==> config.mk <==
export PLATFORM = sky130hd
export DESIGN_NAME = gf256_multiply_invert_sbox_flat
export DESIGN_NICKNAME = d
export VERILOG_FILES = /design/src/rtl/core/gfsb_pkg.sv /design/src/rtl/core/gfsb_in_if.sv /design/src/rtl/core/gfsb_out_if.sv /design/src/rtl/core/gfsb_mul.sv /design/src/rtl/core/gf256_multiply_invert_sbox.sv /design/src/flat_wrapper.sv
export SDC_FILE = /design/constraint.sdc
export NUM_CORES = 1
export LEC_CHECK = 0
export BUFFER_PORTS_ARGS = -buffer_cell sky130_fd_sc_hd__buf_4
export CAP_MARGIN = 20
export CORE_MARGIN = 3
export CORE_UTILIZATION = 66
export CTS_CLUSTER_DIAMETER = 80
export DETAILED_ROUTE_END_ITERATION = 7
export PLACE_DENSITY = 0.85
export SETUP_SLACK_MARGIN = 0.3
export SLEW_MARGIN = 20
export SYNTH_ARGS = -nofsm -noshare
export SYNTH_HDL_FRONTEND = slang
export SYNTH_SLANG_ARGS = --single-unit
==> constraint.sdc <==
create_clock -name i_clk -period 4.4 [get_ports i_clk]
set_clock_uncertainty 0.1 [all_clocks]
set_input_delay 0.22 -clock i_clk [delete_from_list [all_inputs] [get_ports i_clk]]
set_output_delay 0.22 -clock i_clk [all_outputs]
set_load 0.02 [all_outputs]
==> src/rtl/core/gfsb_pkg.sv <==
// Shared types, constants and helper functions of the GF(2^8) multiply,
// invert and S-box block. No dependencies.
package gfsb_pkg;

    // Field and S-box constants
    localparam logic [7:0] GF_REDUCE   = 8'h1b;
    localparam logic [7:0] SBOX_CONST  = 8'h63;
    localparam logic [7:0] GF_ONE      = 8'h01;
    localparam logic [7:0] GF_ZERO     = 8'h00;

    // Square-and-multiply rounds for x^254 (x^2 * x^4 * ... * x^128)
    localparam int unsigned INV_ROUNDS = 7;
    localparam int unsigned RND_W      = $clog2(INV_ROUNDS);
    localparam logic [RND_W-1:0] RND_LAST = RND_W'(INV_ROUNDS - 1);

    // Operation codes
    typedef enum logic [1:0] {
        CMD_MUL  = 2'd0,
        CMD_INV  = 2'd1,
        CMD_SBOX = 2'd2,
        CMD_NONE = 2'd3
    } t_cmd;

    // Sequencer states
    typedef enum logic [2:0] {
        ST_IDLE,
        ST_MUL,
        ST_SQR,
        ST_ACC,
        ST_DONE
    } t_state;

    // Multiply by x with reduction
    function automatic logic [7:0] gf_xtime(input logic [7:0] v);
        gf_xtime = v[7] ? ({v[6:0], 1'b0} ^ GF_REDUCE) : {v[6:0], 1'b0};
    endfunction

    // Forward AES affine step on an inverted byte
    function automatic logic [7:0] sbox_affine(input logic [7:0] v);
        sbox_affine = v
                    ^ {v[6:0], v[7]}
                    ^ {v[5:0], v[7:6]}
                    ^ {v[4:0], v[7:5]}
                    ^ {v[3:0], v[7:4]}
                    ^ SBOX_CONST;
    endfunction

endpackage

==> src/rtl/core/gfsb_in_if.sv <==
// Input channel of the GF(2^8) block: valid/ready handshake with the
// command and two operand bytes. Depends on nothing.
interface gfsb_in_if;
    logic       valid;
    logic       ready;
    logic [1:0] cmd;
    logic [7:0] operand_a;
    logic [7:0] operand_b;

    modport source (output valid, output cmd, output operand_a, output operand_b,
                    input ready);
    modport sink   (input valid, input cmd, input operand_a, input operand_b,
                    output ready);
endinterface

==> src/rtl/core/gfsb_out_if.sv <==
// Result channel of the GF(2^8) block: valid/ready handshake with one
// result byte. Depends on nothing.
interface gfsb_out_if;
    logic       valid;
    logic       ready;
    logic [7:0] result_byte;

    modport source (output valid, output result_byte, input ready);
    modport sink   (input valid, input result_byte, output ready);
endinterface

==> src/rtl/core/gfsb_mul.sv <==
// Shared GF(2^8) multiplier: carry-less product reduced by the AES
// polynomial, combinational. Depends on gfsb_pkg.
module gfsb_mul (
    input  logic [7:0] i_a,
    input  logic [7:0] i_b,
    output logic [7:0] o_p
);
    import gfsb_pkg::*;

    // Shift-and-add over the eight bits of i_b
    always_comb begin
        logic [7:0] acc;
        logic [7:0] sh;
        acc = GF_ZERO;
        sh  = i_a;
        for (int k = 0; k < 8; k++) begin
            if (i_b[k]) begin
                acc = acc ^ sh;
            end
            sh = gf_xtime(sh);
        end
        o_p = acc;
    end

endmodule

==> src/rtl/core/gf256_multiply_invert_sbox.sv <==
// GF(2^8) arithmetic unit over x^8+x^4+x^3+x+1 with multiply, inverse and
// forward AES S-box commands. Depends on gfsb_pkg, gfsb_in_if, gfsb_out_if
// and gfsb_mul.
//
// One item is taken at a time and yields one result byte. All field
// products go through a single multiplier under a small sequencer.
// Multiply loads and takes one multiply step; inverse and S-box load and
// run 7 rounds of square then accumulate on the shared multiplier; an
// unknown command loads 0 as its result. The done state then writes the
// result register, with the affine step for S-box. The inverse of 0 is 0,
// so the S-box of 0 is 0x63. A finished result sits in an output register,
// so the next item is accepted while it waits; a stalled output holds the
// sequencer in its final state until the register frees.
module gf256_multiply_invert_sbox (
    input  logic        i_clk,
    input  logic        i_rst_n,
    gfsb_in_if.sink     i_item,
    gfsb_out_if.source  o_result
);
    import gfsb_pkg::*;

    t_state           r_state, n_state;
    t_cmd             r_cmd, n_cmd;
    logic [7:0]       r_pow, n_pow;
    logic [7:0]       r_acc, n_acc;
    logic [7:0]       r_b, n_b;
    logic [RND_W-1:0] r_rnd, n_rnd;
    logic [7:0]       r_res, n_res;
    logic             r_out_valid, n_out_valid;

    logic [7:0] mul_a, mul_b, mul_p;
    logic       in_fire;
    logic       out_free;

    assign i_item.ready         = (r_state == ST_IDLE);
    assign in_fire              = i_item.valid && i_item.ready;
    assign out_free             = !r_out_valid || o_result.ready;
    assign o_result.valid       = r_out_valid;
    assign o_result.result_byte = r_res;

    // Shared multiplier
    gfsb_mul u_mul (
        .i_a (mul_a),
        .i_b (mul_b),
        .o_p (mul_p)
    );

    // Next state
    always_comb begin
        n_state = r_state;
        unique case (r_state)
            ST_IDLE: begin
                if (in_fire) begin
                    unique case (t_cmd'(i_item.cmd)) inside
                        CMD_MUL:            n_state = ST_MUL;
                        CMD_INV, CMD_SBOX:  n_state = ST_SQR;
                        default:            n_state = ST_DONE;
                    endcase
                end
            end
            ST_MUL:  n_state = ST_DONE;
            ST_SQR:  n_state = ST_ACC;
            ST_ACC: begin
                n_state = (r_rnd == RND_LAST) ? ST_DONE : ST_SQR;
            end
            ST_DONE: begin
                if (out_free) begin
                    n_state = ST_IDLE;
                end
            end
            default: n_state = ST_IDLE;
        endcase
    end

    // Datapath and outputs
    always_comb begin
        n_cmd       = r_cmd;
        n_pow       = r_pow;
        n_acc       = r_acc;
        n_b         = r_b;
        n_rnd       = r_rnd;
        n_res       = r_res;
        n_out_valid = r_out_valid;
        mul_a       = r_pow;
        mul_b       = r_b;

        // drop the result once taken
        if (r_out_valid && o_result.ready) begin
            n_out_valid = 1'b0;
        end

        unique case (r_state)
            ST_IDLE: begin
                // load the item
                if (in_fire) begin
                    n_cmd = t_cmd'(i_item.cmd);
                    n_pow = i_item.operand_a;
                    n_b   = i_item.operand_b;
                    n_rnd = '0;
                    n_acc = (t_cmd'(i_item.cmd) == CMD_NONE) ? GF_ZERO : GF_ONE;
                end
            end
            ST_MUL: begin
                mul_a = r_pow;
                mul_b = r_b;
                n_acc = mul_p;
            end
            ST_SQR: begin
                mul_a = r_pow;
                mul_b = r_pow;
                n_pow = mul_p;
            end
            ST_ACC: begin
                mul_a = r_acc;
                mul_b = r_pow;
                n_acc = mul_p;
                n_rnd = r_rnd + 1'b1;
            end
            ST_DONE: begin
                // write the result when the output register is free
                if (out_free) begin
                    n_res       = (r_cmd == CMD_SBOX) ? sbox_affine(r_acc) : r_acc;
                    n_out_valid = 1'b1;
                end
            end
            default: begin
            end
        endcase
    end

    // Control registers
    always_ff @(posedge i_clk) begin
        if (!i_rst_n) begin
            r_state     <= ST_IDLE;
            r_out_valid <= 1'b0;
        end else begin
            r_state     <= n_state;
            r_out_valid <= n_out_valid;
        end
    end

    // Payload registers
    always_ff @(posedge i_clk) begin
        r_cmd <= n_cmd;
        r_pow <= n_pow;
        r_acc <= n_acc;
        r_b   <= n_b;
        r_rnd <= n_rnd;
        r_res <= n_res;
    end

endmodule
==> src/flat_wrapper.sv <==
// flat-port wrapper written by rule: the top's interface ports become plain ports
module gf256_multiply_invert_sbox_flat import gfsb_pkg::*;
  (i_clk, i_rst_n, i_item_valid, i_item_cmd, i_item_operand_a, i_item_operand_b, i_item_ready, o_result_valid, o_result_result_byte, o_result_ready);
  gfsb_in_if i_item_i ();
  gfsb_out_if o_result_i ();
  input  logic i_clk;
  input  logic i_rst_n;
  input wire logic [$bits(i_item_i.valid)-1:0] i_item_valid;
  input wire logic [$bits(i_item_i.cmd)-1:0] i_item_cmd;
  input wire logic [$bits(i_item_i.operand_a)-1:0] i_item_operand_a;
  input wire logic [$bits(i_item_i.operand_b)-1:0] i_item_operand_b;
  output wire logic [$bits(i_item_i.ready)-1:0] i_item_ready;
  output wire logic [$bits(o_result_i.valid)-1:0] o_result_valid;
  output wire logic [$bits(o_result_i.result_byte)-1:0] o_result_result_byte;
  input wire logic [$bits(o_result_i.ready)-1:0] o_result_ready;
  assign i_item_i.valid = i_item_valid;
  assign i_item_i.cmd = i_item_cmd;
  assign i_item_i.operand_a = i_item_operand_a;
  assign i_item_i.operand_b = i_item_operand_b;
  assign i_item_ready = i_item_i.ready;
  assign o_result_valid = o_result_i.valid;
  assign o_result_result_byte = o_result_i.result_byte;
  assign o_result_i.ready = o_result_ready;
  gf256_multiply_invert_sbox u_core (.i_clk(i_clk), .i_rst_n(i_rst_n), .i_item(i_item_i), .o_result(o_result_i));
endmodule
After elaboration in Yosys (flattened, before gate mapping)
Index checks and enable logic that the tools add are counted.
{ "op_classes": {"n_eq_ne": 11, "muxes": 33, "reduce_logical": 18, "n_bitwise": 19, "addsub": 1} }
{ "op_table": {"columns": ["operator", "count"], "rows": [
  ["$mux W8", 13],
  ["$xor A8 B8 Y8", 11],
  ["$mux W5", 7],
  ["$not A4 Y4", 8],
  ["$pmux W8 S2", 2],
  ["$pmux W3 S5", 1],
  ["$mux W3", 4],
  ["$pmux W3 S2", 2],
  ["$reduce_and A2 Y1", 6],
  ["$eq A2 B2 Y1 const B", 3],
  ["$eq A3 B2 Y1 const B", 2],
  ["$eq A3 B3 Y1 const B", 2],
  ["$reduce_bool A2 Y1", 3],
  ["$reduce_or A2 Y1", 3],
  ["$mux W1", 4],
  ["$add A3 B1 Y3 const B", 1],
  ["$eq A3 B1 Y1 const B", 1],
  ["$logic_not A3 Y1", 1],
  ["$eq A2 B1 Y1 const B", 1],
  ["$logic_and A1 B1 Y1", 2],
  ["$logic_not A2 Y1", 1],
  ["$ne A2 B1 Y1 const B", 1],
  ["$ne A2 B2 Y1 const B", 1],
  ["$logic_not A1 Y1", 1],
  ["$logic_or A1 B1 Y1", 1]
]} }
{ "totals": {"register_bits": 41, "in_bits": 22, "output_inout_bits": 10, "elab_cells": 90} }

Longest topological paths before layout
{ "logic_depth": {"word_depth": 19, "ltp_mapped": 11, "ltp_nobuf": 8} }

Cells and area by module
Synthesis repeated with hierarchy kept, for this count alone.
{ "hier_totals": {"hier_cells": 321, "hier_area_um2": 3434.5} }
{ "modules_own_cells": {"columns": ["mod", "cells_each", "seq_area_each_um2", "area_per_inst_um2", "n_inst"], "rows": [
  ["gf256_multiply_invert_sbox", 152, 1191.1, 2103.3, 1],
  ["gfsb_mul", 169, 0.0, 1331.3, 1]
]} }

Worst setup path before layout
No wires, ideal clock.
{ "synth_path": {"path_kind": "register to register", "from": "register u_core.r_acc[2]", "to": "register u_core.r_pow[6] (data pin)", "synth_period_minus_slack_ps": 2485, "stages_incl_launch_ff": 9, "slack_ps": 1915, "required_time_ps": 4030, "setup_ps": 270, "n_path_buf": 1, "arrival_time_ps": 2115, "path_cell_list": "edfxtp_1 -> buf_2 -> xnor3_1 -> mux2_2 -> nor2_1 -> xnor2_1 -> xnor3_1 -> xnor2_1 -> a21oi_1"} }
{ "synth_via": {"elab_chain_cells": 14} }
{ "synth_lines": {"columns": ["item", "line", "text"], "rows": [
  ["start: declaration", "gf256_multiply_invert_sbox.sv:25", "logic [7:0] r_acc, n_acc;"],
  ["start signal: assignment", "gf256_multiply_invert_sbox.sv:146", "r_acc <= n_acc;"],
  ["$mux W8 (*)", "gf256_multiply_invert_sbox.sv:92", "unique case (r_state)"],
  ["$not A4 Y4 (no line)", null, null],
  ["$mux W5 (*)", "gfsb_pkg.sv:35", "gf_xtime = v[7] ? ({v[6:0], 1'b0} ^ GF_REDUCE) : {v[6:0], 1'b0};"],
  ["$not A4 Y4 (no line)", null, null],
  ["$mux W5 (*)", "gfsb_pkg.sv:35", null],
  ["$xor A8 B8 Y8 (*)", "gfsb_mul.sv:18", "acc = acc ^ sh;"],
  ["$mux W8 (*)", "gfsb_mul.sv:17", "if (i_b[k]) begin"],
  ["$xor A8 B8 Y8", "gfsb_mul.sv:18", null],
  ["$mux W8 (*)", "gfsb_mul.sv:17", null],
  ["$xor A8 B8 Y8", "gfsb_mul.sv:18", null],
  ["$mux W8 (*)", "gfsb_mul.sv:17", null],
  ["$xor A8 B8 Y8", "gfsb_mul.sv:18", null],
  ["$mux W8 (*)", "gfsb_mul.sv:17", null],
  ["$pmux W8 S2 (*)", "gf256_multiply_invert_sbox.sv:92", null],
  ["named net u_core.n_pow[6]", "gf256_multiply_invert_sbox.sv:24", "logic [7:0] r_pow, n_pow;"],
  ["end signal: assignment", "gf256_multiply_invert_sbox.sv:145", "r_pow <= n_pow;"],
  ["end: declaration", "gf256_multiply_invert_sbox.sv:24", null]
]} }
The timed path passes the listed nets; every way through them passes the cells marked *.
A chain may end at the register's enable or synchronous reset.

Worst setup path in the final report
{ "layout_path": {"from": "register u_core.r_state[1]", "to": "register u_core.r_pow[7] (data pin)"} }
{ "layout_via": {"elab_chain_cells": 19, "elab_cells_between_ends": 30, "classes_between": "eq/ne: 2; mux: 15; bitwise: 11; reduce/logical: 2"} }
{ "layout_lines": {"columns": ["item", "line", "text"], "rows": [
  ["start: declaration", "gf256_multiply_invert_sbox.sv:22", "t_state r_state, n_state;"],
  ["start signal: assignment", "gf256_multiply_invert_sbox.sv:137", "r_state <= n_state;"],
  ["$eq A3 B2 Y1", "gf256_multiply_invert_sbox.sv:92", null],
  ["$reduce_or A2 Y1 (no line)", null, null],
  ["$mux W8", "gf256_multiply_invert_sbox.sv:92", null],
  ["$mux W8", "gfsb_mul.sv:17", null],
  ["$xor A8 B8 Y8", "gfsb_mul.sv:18", null],
  ["$mux W8", "gfsb_mul.sv:17", null],
  ["$xor A8 B8 Y8", "gfsb_mul.sv:18", null],
  ["$mux W8", "gfsb_mul.sv:17", null],
  ["[4 not listed]", null, null],
  ["$xor A8 B8 Y8", "gfsb_mul.sv:18", null],
  ["$mux W8", "gfsb_mul.sv:17", null],
  ["$xor A8 B8 Y8", "gfsb_mul.sv:18", null],
  ["$mux W8", "gfsb_mul.sv:17", null],
  ["$xor A8 B8 Y8", "gfsb_mul.sv:18", null],
  ["$mux W8", "gfsb_mul.sv:17", null],
  ["$pmux W8 S2 (*)", "gf256_multiply_invert_sbox.sv:92", null],
  ["named net u_core.n_pow[7]", "gf256_multiply_invert_sbox.sv:24", null]
]} }
Marked as above.

==> results.md <==
- Status: completed
- Worst Hold Class: in2reg
- Crit path arrival time: 3.42 ns
- Post-DRT Antenna Nets: 0
- Synth cell types: 38
- Longest Clk Path Bufs: 2
- Post-Synth XOR/XNOR Area: 34.66%
- Num CTS Buffers: 5
- DRC: 0
- Maximum vdd ir drop: 427.2 µV
- Reg2reg path depth: 7
- Flops & latches, synth: 41
- RePlAce Congestion: 0.9757
- Port Buffers: 31
- Die X: 80.87 µm
- Compound-Gate Fraction of Synth Area: 3.652%
- Setup crit end kind: flop
- Critical path class: reg2reg
- Worst Max-Slew Pin Slew: 0.7601 ns
- Clock Latency Late Sink: 0.30 ns
- Largest net degree at the start of global routing: 35
- Fmax: 296.8 MHz
- Multiplexer share of the synthesized area: 9.943%
- Hold path cells: 1
- Tcrit/Tclk final: 76.58%
- DR vias/cell: 5.805
- Commonest cells after routing, fill and taps aside: nor2_1, xnor2_1, edfxtp_1
- Routed wire length: 8519 µm
- Worst Path Max Fanout: 13
- Hold Violations, Final: 0
- ANT cells: 0
- Max-Cap Viols: 0
- Post-CTS setup buffers: 0
- Clk pin slew, worst setup/hold paths: 0.08 ns
- Synth Net Count: 375
- Avg Cell Area, Syn: 10.60 µm²
- GRT overflow: 0
- Worst EP required: 4.45 ns
- Via count: 2589
- Post-Synth Simple-Gate Area: 12.95%
- Clock Tree Root: clkbuf_8
- Mapped Cells: 349
- Yosys top cell by area: edfxtp_1
- Detail Placement HPWL: 5979 µm
- Final setup viols: 0
- Area Growth Syn to Fin: 9.537%
- Leading register cell type out of synthesis: edfxtp_1
- Power Density: 696.8 mW/mm²
- Post-synth EDFFs: 37
- Pwr Total: 2.824 mW
- DRT Pass-1 Iters: 5
- Initial Utilization: 70.20%
- Top post-synthesis cells by area: edfxtp_1, xnor2_1, xnor3_1
- Antenna violations before repair: 0
- Nets: 401
- Die Y: 80.87 µm
- Adder-cell share of the synthesized area: 1.353%
- Main combinational cell family by area after synthesis: XOR/XNOR gates
- Setup_tns: 0 ns
- CTS tree: built
- Slew Viols, Final: 0
- Die area: 0.006540 mm²
- Hold_buf cts: 6
- Clock sink count: 41
- CTS H-tree depth: 2
- Register area share after synthesis: 32.19%
- Mapped Area: 0.003700 mm²
- First DRT Iteration DRCs: 191
- Vias in the first global route: 2601
- Area of the core: 0.005270 mm²
- Num rows: 26
- Area share of the largest cell type after synthesis: 30.03%
- Drt wl/cell: 19.10 µm
- Fin crit period: 3.369 ns
- Yosys Warn Count: 0
- CTS resizes: 0
- Async SR Flop Fraction: 0%
- RSZ-0062 raised after global routing: no
- Crit start category: flop
- Most common cell after layout, fill and taps aside: nor2_1
- Fraction of layout cells with a size suffix above 1: 14.63%
- Boundary pin count: 32
- Lkg Pwr: 1.768 nW
- Slew HR: 47.88%
- First-pass GRT wire length: 13230 µm
- Tot GR Track Use: 27.31%
-- cells in the mapped netlist (all sizes together), types with 3 or more instances --
master	n
inv	6
xnor2	58
nor2	77
mux2i	27
ha	4
clkbuf	4
nor3	3
nor2b	5
mux2	4
xor2	28
dfxtp	4
xnor3	20
nand2	16
nand3b	4
edfxtp	37
xor3	3
buf	20
a21oi	14
-- layer usage --
layer / GRT usage [%] / part of all wire, %
met5: 0 / 0
met4: 7.770 / 2.5
met3: 5.987 / 7.0
met2: 46.96 / 51
met1: 34.67 / 40
-- state kept, by name, summed over array words and instances (netlist names) --
register / cells
u_core.r_rnd: 3
u_core.o_result.valid: 1
u_core.o_result.result_byte: 8
u_core.r_b: 8
u_core.r_cmd: 2
u_core.r_pow: 8
u_core.r_state: 3
u_core.r_acc: 8
-- per-stage QoR --
stage | hold slack (ns) | area (µm²) | setup slack (ns) | utilization, % | cells
6_report | 0.01695 | 4053 | 1.031 | 76.90 | 446
5_1_grt | 0.008199 | 4053 | 0.8906 | 76.90 | 446
4_1_cts | 0.002271 | 4033 | 1.108 | 76.52 | 444
3_5_place_dp | 0.2993 | 3879 | 1.143 | 73.60 | 430
3_3_place_gp | 0.2984 | 3879 | 1.210 | 73.60 | 430
2_1_floorplan | 0.2189 | 3700 | 1.915 | - | 349
-- kinds of logic after synthesis --
logic type / after synthesis
AND/OR/NAND/NOR: 111
XOR/XNOR: 109
flip-flops: 41
multiplexers: 31
buffers and inverters: 30
AO/OA/AOI/OAI: 23
adder cells (fa/ha/maj): 4
-- area by class of cell --
| cell class | count | area [µm²] |
|---|---|---|
| clock buffer | 7 | 86.33 |
| clock inverter | 1 | 7.507 |
| fill | 368 | 1217 |
| inverter | 6 | 22.52 |
| multi-input combinational | 278 | 2315 |
| sequential | 41 | 1191 |
| tap | 70 | 87.58 |
| timing repair buffer | 43 | 342.8 |
-- final timing paths --
| kind | startpoint | to | slack, ns |
|---|---|---|---|
| min reg2reg | u_core.r_rnd[0] | u_core.r_rnd[0] | 0.50 |
| max | u_core.r_state[1] | u_core.r_pow[7] | 1.03 |
| max reg2reg | u_core.r_state[1] | u_core.r_pow[7] | 1.03 |
| min | i_item_cmd[1] | u_core.r_cmd[1] | 0.02 |
-- worst max-delay path: stages, from the launching register on --
cell and delay [ns]:
dfxtp_1 0.49, and2b_1 0.69, mux2i_1 0.73, nor2_1 0.15, xnor3_1 0.37, xnor3_1 0.22, xnor3_1 0.26, a21oi_1 0.19
-- where the power goes --
part / leakage [nW] / switching, mW / internal, mW
Clock: 0.0445 / 0.136 / 0.128
Sequential: 0.387 / 0.139 / 0.521
Combinational: 1.34 / 0.915 / 0.986
(Power assumes the default switching activity.)
